### src/rtl/pnpt_pkg.sv
// Shared constants, codes and types of the path nearest point tracker.
// Depends on nothing; every module of the block imports it.
`timescale 1ns / 1ps
package pnpt_pkg;

    localparam int MAX_POINTS = 1024;
    localparam int IDX_W      = $clog2(MAX_POINTS);
    localparam int COORD_W    = 24;
    localparam int DIFF_W     = COORD_W + 1;
    localparam int SQ_W       = 2 * DIFF_W;
    localparam int ROOT_W     = SQ_W / 2;
    localparam int LEN_W      = 11;
    localparam int RANGE_W    = 16;
    localparam int CFG_IDX_W  = 1;
    localparam int SUM_W      = 27;

    localparam logic [CFG_IDX_W-1:0] CFG_PATH_LEN = 1'd0;
    localparam logic [CFG_IDX_W-1:0] CFG_RANGE    = 1'd1;

    localparam logic OP_LOAD  = 1'b0;
    localparam logic OP_QUERY = 1'b1;

    typedef struct packed {
        logic signed [COORD_W-1:0] z;
        logic signed [COORD_W-1:0] y;
        logic signed [COORD_W-1:0] x;
    } t_point;

    typedef struct packed {
        logic              done;
        logic [ROOT_W-1:0] root;
    } t_root_rsp;

endpackage

### src/rtl/pnpt_isqrt.sv
// Iterative floored integer square root, one result bit per cycle.
// Depends on pnpt_pkg.
`timescale 1ns / 1ps
module pnpt_isqrt (
    input  logic                      i_clk,
    input  logic                      i_rst_n,
    input  logic                      i_start,
    input  logic [pnpt_pkg::SQ_W-1:0] i_value,
    output pnpt_pkg::t_root_rsp       o_rsp
);
    import pnpt_pkg::*;

    localparam int CNT_W = $clog2(ROOT_W);
    localparam int REM_W = ROOT_W + 1;

    logic [SQ_W-1:0]   r_val;
    logic [REM_W-1:0]  r_rem;
    logic [ROOT_W-1:0] r_root;
    logic [CNT_W-1:0]  r_cnt;
    logic              r_busy;
    logic              r_done;
    logic [REM_W+1:0]  w_rem_sh;
    logic [REM_W+1:0]  w_trial;
    logic              w_ge;

    // Bring down two bits and try the next root bit.
    assign w_rem_sh = {r_rem, r_val[SQ_W-1 -: 2]};
    assign w_trial  = {1'b0, r_root, 2'b01};
    assign w_ge     = (w_rem_sh >= w_trial);

    always_ff @(posedge i_clk) begin
        if (!i_rst_n) begin
            r_busy <= 1'b0;
            r_done <= 1'b0;
        end else begin
            r_done <= 1'b0;
            if (i_start) begin
                r_busy <= 1'b1;
                r_cnt  <= '0;
                r_val  <= i_value;
                r_rem  <= '0;
                r_root <= '0;
            end else if (r_busy) begin
                r_val  <= {r_val[SQ_W-3:0], 2'b00};
                r_rem  <= w_ge ? REM_W'(w_rem_sh - w_trial) : REM_W'(w_rem_sh);
                r_root <= {r_root[ROOT_W-2:0], w_ge};
                r_cnt  <= r_cnt + 1'b1;
                if (r_cnt == CNT_W'(ROOT_W - 1)) begin
                    r_busy <= 1'b0;
                    r_done <= 1'b1;
                end
            end
        end
    end

    assign o_rsp.done = r_done;
    assign o_rsp.root = r_root;

    a_no_restart: assert property (@(posedge i_clk) disable iff (!i_rst_n)
        r_busy |-> !i_start) else $error("square root restarted while busy");
    a_done_ends: assert property (@(posedge i_clk) disable iff (!i_rst_n)
        r_done |-> !r_busy) else $error("done raised while still iterating");
    a_done_pulse: assert property (@(posedge i_clk) disable iff (!i_rst_n)
        r_done |=> !r_done) else $error("done held for more than one cycle");

endmodule

### config.mk
export PLATFORM = sky130hd
export DESIGN_NAME = pnpt_isqrt
export DESIGN_NICKNAME = d
export VERILOG_FILES = /design/src/rtl/pnpt_pkg.sv /design/src/rtl/pnpt_isqrt.sv
export SDC_FILE = /design/constraint.sdc
export NUM_CORES = 1
export LEC_CHECK = 0
export BUFFER_PORTS_ARGS = -buffer_cell sky130_fd_sc_hd__buf_2
export CORE_MARGIN = 4
export CORE_UTILIZATION = 57
export DETAILED_ROUTE_END_ITERATION = 6
export GPL_ROUTABILITY_DRIVEN = 0
export HOLD_SLACK_MARGIN = 0.05
export PLACE_DENSITY = 0.87
export SKIP_LAST_GASP = 1
export SYNTH_ARGS = -nofsm -noshare
export SYNTH_HDL_FRONTEND = slang
export SYNTH_SLANG_ARGS = --single-unit
### constraint.sdc
create_clock -name i_clk -period 5.7 [get_ports i_clk]
set_input_delay 1.14 -clock i_clk [delete_from_list [all_inputs] [get_ports i_clk]]
set_output_delay 1.14 -clock i_clk [all_outputs]
set_load 0.01 [all_outputs]
Yosys cells after proc, flatten, opt, wreduce, memory -nomap -nowiden
Cells that the tools add are included.

storage, ports and cells
  output and inout bits = 26
  register bits = 108
  input port bits = 53
  logic and storage cells = 25

operators by class
  reduce and logical (&&, ||, !) cells = 3
  add/subtract/negate cells = 2
  eq/ne operators = 1
  mux-type cells = 10
  bitwise operators = 2
  $lt $le $gt $ge = 1

operators by type and width
  operator                                                        number
  50-bit two-way mux                                              2
  26-bit two-way mux                                              2
  28-bit by 27-bit >= comparator with 1-bit output                1
  26-bit subtractor                                               1
  25-bit two-way mux                                              1
  5-bit by 1-bit adder with 5-bit output (second input constant)  1
  5-bit == test (second input constant)                           1
  5-bit two-way mux                                               1
  1-bit two-way mux                                               4
  3-bit OR reduction                                              1
  1-bit NOT                                                       2
  2-bit AND reduction                                             1
  2-bit nonzero test                                              1

Depth between registers and ports, before layout
  depth after elaboration = 4
  depth in mapped cells = 11
  mapped depth without buffers = 9

Worst setup path before layout
OpenSTA, ideal clock, no wires.

  kind = input to register
  from = in i_start
  to = reg r_cnt[0], enable pin
  cell stages on the path = 2
  buffers on the path = 1
  path slack = 1.368 ns
  data arrival time = 3.858 ns
  data required time = 5.226 ns
  cell sequence = clkbuf_1 -> o21a_1

between the ends
  cells in the longest elaborated chain, start to end = 2

RTL lines
  what                                  RTL line          text
  start, declared                       pnpt_isqrt.sv:7   input logic i_start,
  2-bit nonzero test (no source line)   n/a
  2-bit AND reduction (no source line)  n/a
  end signal, assigned                  pnpt_isqrt.sv:47  r_cnt <= r_cnt + 1'b1;
  end, declared                         pnpt_isqrt.sv:19  logic [CNT_W-1:0] r_cnt;

Every way passes these cells.
A chain may end at the register's enable or synchronous reset.

Worst setup path in the final report
  from = reg r_rem[10]
  to = reg r_rem[1] (data pin)

between the ends
  cells in the longest elaborated chain, start to end = 3

RTL lines
  what                                              RTL line          text
  start, declared                                   pnpt_isqrt.sv:17  logic [REM_W-1:0] r_rem;
  start signal, assigned                            pnpt_isqrt.sv:45  r_rem <= w_ge ? REM_W'(w_rem_sh - w_trial) : REM_W'(w_rem_sh);
  28-bit by 27-bit >= comparator with 1-bit output  pnpt_isqrt.sv:29  assign w_ge = (w_rem_sh >= w_trial);
  26-bit two-way mux                                pnpt_isqrt.sv:45
  26-bit two-way mux                                pnpt_isqrt.sv:43  end else if (r_busy) begin

Every way passes these cells. The select of a mux whose other input is x is not followed.

==> run summary <==
Outcome: finished, final reports clean
Worst Skew: 0.0120 ns
Mapped Area: 6170 sq um
WP data arrival: 3.31 ns
EDFF count, synth: 106
Port Buf Inserts: 78
CTS Buf Count: 9
First-pass GRT wire length: 21300 microns
Initial antenna violation count: 1
Synth area leaders: edfxtp_1, mux2_2, ha_1
Top Family by Delay on Critical Path: compound AO/OA/AOI/OAI gates
Critical path class: flip-flop to flip-flop
Top_reg_cell synth: edfxtp_1
CP peak stage delay: 0.68 ns
Post-Syn Nets: 606
Grt total ovfl: 0
Slowest CP cell: o211ai_4
Req. time, crit path: 5.90 ns
Worst reg-to-reg setup slack: 2.59 ns
Core area: 10400 sq um
P&R area growth vs syn: 10.5%
Final Cycle Share: 0.546
1st-iter DRT viols: 232
CP Cell Sequence: ha_1, a21oi_2, nand2_1, o32ai_4, a21boi_4, o211ai_4, nand2_2, a211oi_1
FF-to-FF Start: r_rem[10]
Post-CTS Setup Bufs: 0
Hold EP: r_done
# rows: 37
Final hold vios: 0
Commonest non-fill, non-tap cell in the layout: edfxtp_1
Hold Path Stages: 1
Leakage Power: 2.69 nW
Worst path bufs/invs: 0
Gr usage total: 0.208
HP Start: r_busy
CTS Sinks: 108
Die Y: 112 microns
CTS HTree Levels: 3
CP Capture Type: flip-flop
Residual DRC count: 0
Via count: 4407
Fin area: 6820 sq um
Max Fclk: 0.321 GHz
IR drop worst, VDD: 0.161 mV
RSZ-0062 raised after global routing: false
Final Net Count: 677
Largest net degree at the start of global routing: 63
Tmin final: 3.11 ns
Setup TNS: 0 ns
Die X: 112 microns
Final antenna-violating net count: 0
Async S/R FF share, synth: 0
Synth top area share: 0.516
Cell taking the most area after synthesis: edfxtp_1
Via density: 5.99
IO Count: 79
CTS tree: done
Ant diodes: 0
Synth Area per Inst: 11.8 sq um
Worst-Margin Slew: 0.911 ns
Slew Viols, Final: 0
Worst R2R Path Depth: 8
#FFs+latches synth: 108
Root buffer cell: clkbuf_8
Register clock-pin slew on the reported worst setup and hold paths: 0.10 ns
TritonRoute pass-1 iters: 5
Synthesized instance count: 524
Initial Util: 0.593
Sequential share of the synthesized area: 0.522
WL final: 12900 microns
Warnings, synthesis: 0
Netlist cell types: 66
Vias in the first global route: 4401
Cts hold-fix bufs: 0
Final setup viols: 0
Startpoint Class: flip-flop
Clock buffer depth: 2
Worst-skew pair later-pin latency: 0.38 ns
Total of max-cap violations: 0
Per-cell routed wire length: 17.5 microns
Dpl hpwl: 8950 microns
Dpl cell area: 6630 sq um
Commonest cells after routing, fill and taps aside: edfxtp_1, buf_2, mux2_2
Slew margin rel.: 0.393
Die area: 12600 sq um
Pwr dens: 279 nW/um^2
# resized after CTS: 0
RR Endpoint: r_rem[1]
Worst hold path type: flip-flop to flip-flop
CP max FO: 24
Layout cells sized above 1: 0.285
[sequential cells by signal, indices dropped and copies added (netlist names)]
register and cells:
r_cnt 5, r_val 50, r_root 25, r_busy 1
r_done 1, r_rem 26
[stage by stage]
stage / util / setup slack, ns / instances / total power, mW / hold WS (ns)
6_report: 0.655 / 2.59 / 736 / 1.91 / 0.534
5_1_grt: 0.655 / 2.34 / 736 / 2.01 / 0.549
4_1_cts: 0.655 / 2.59 / 736 / 1.91 / 0.536
3_5_place_dp: 0.637 / 2.46 / 720 / 1.46 / 0.515
3_3_place_gp: 0.637 / 2.52 / 720 / 1.43 / 0.482
2_1_floorplan: - / 1.37 / 524 / 1.35 / 0.454
[power breakdown]
group	internal [mW]	switching, mW
Sequential	0.950	0.0273
Clock	0.171	0.289
Combinational	0.194	0.275
Total	1.31	0.591
[cell type report]
type	instances	area, sq um
timing repair buffer	82	423
inverter	39	146
clock inverter	7	66.3
multi-input combinational	355	2670
clock buffer	9	124
fill	778	3590
sequential	108	3220
tap	136	170
[cells in the mapped netlist, types with 5 or more instances]
| cell | number |
|---|---|
| or3_1 | 5 |
| o21ai_1 | 16 |
| nor2_1 | 42 |
| nor3_1 | 6 |
| xnor2_1 | 8 |
| o21a_1 | 5 |
| nand3_1 | 33 |
| mux2_2 | 48 |
| xor2_1 | 7 |
| edfxtp_1 | 106 |
| nand2_1 | 17 |
| o21ai_0 | 12 |
| clkbuf_1 | 9 |
| a21oi_1 | 40 |
| o211ai_1 | 8 |
| inv_1 | 39 |
| a21o_1 | 8 |
| ha_1 | 29 |
[cells by family (layout without fill, tap and decap cells)]
group / after synthesis / in the layout / synth area share
buf+inv: 61 / 137 / 0.0476
simple gates: 132 / 132 / 0.107
mux: 49 / 49 / 0.0892
compound gates: 130 / 130 / 0.154
xor+xnor: 15 / 15 / 0.0213
flops: 108 / 108 / 0.522
fa+ha+maj: 29 / 29 / 0.0588
[how the worst max path moves through the flow]
| stage | startpoint | to | cells after the start | slack [ns] |
|---|---|---|---|---|
| 3_3_place_gp | i_start | r_root[11] | 3 | 2.52 |
| 6_report | r_rem[10] | r_rem[1] | 8 | 2.59 |
| 2_1_floorplan | i_start | r_cnt[0] | 2 | 1.37 |
| 3_5_place_dp | i_start | r_root[11] | 3 | 2.46 |
| 4_1_cts | r_rem[10] | r_rem[1] | 8 | 2.59 |
| 5_1_grt | r_rem[19] | r_rem[1] | 8 | 2.34 |
[routing by layer]
layer / global-route usage / vias up / wire length, microns
met1: 0.257 / 2087 / 5220
met3: 0.0631 / 25 / 1080
li1: - / 2115 / -
met2: 0.349 / 178 / 6320
met4: 0.0761 / 2 / 246
met5: 0 / - / 7
No activity file was read; power rests on OpenSTA's default activity.
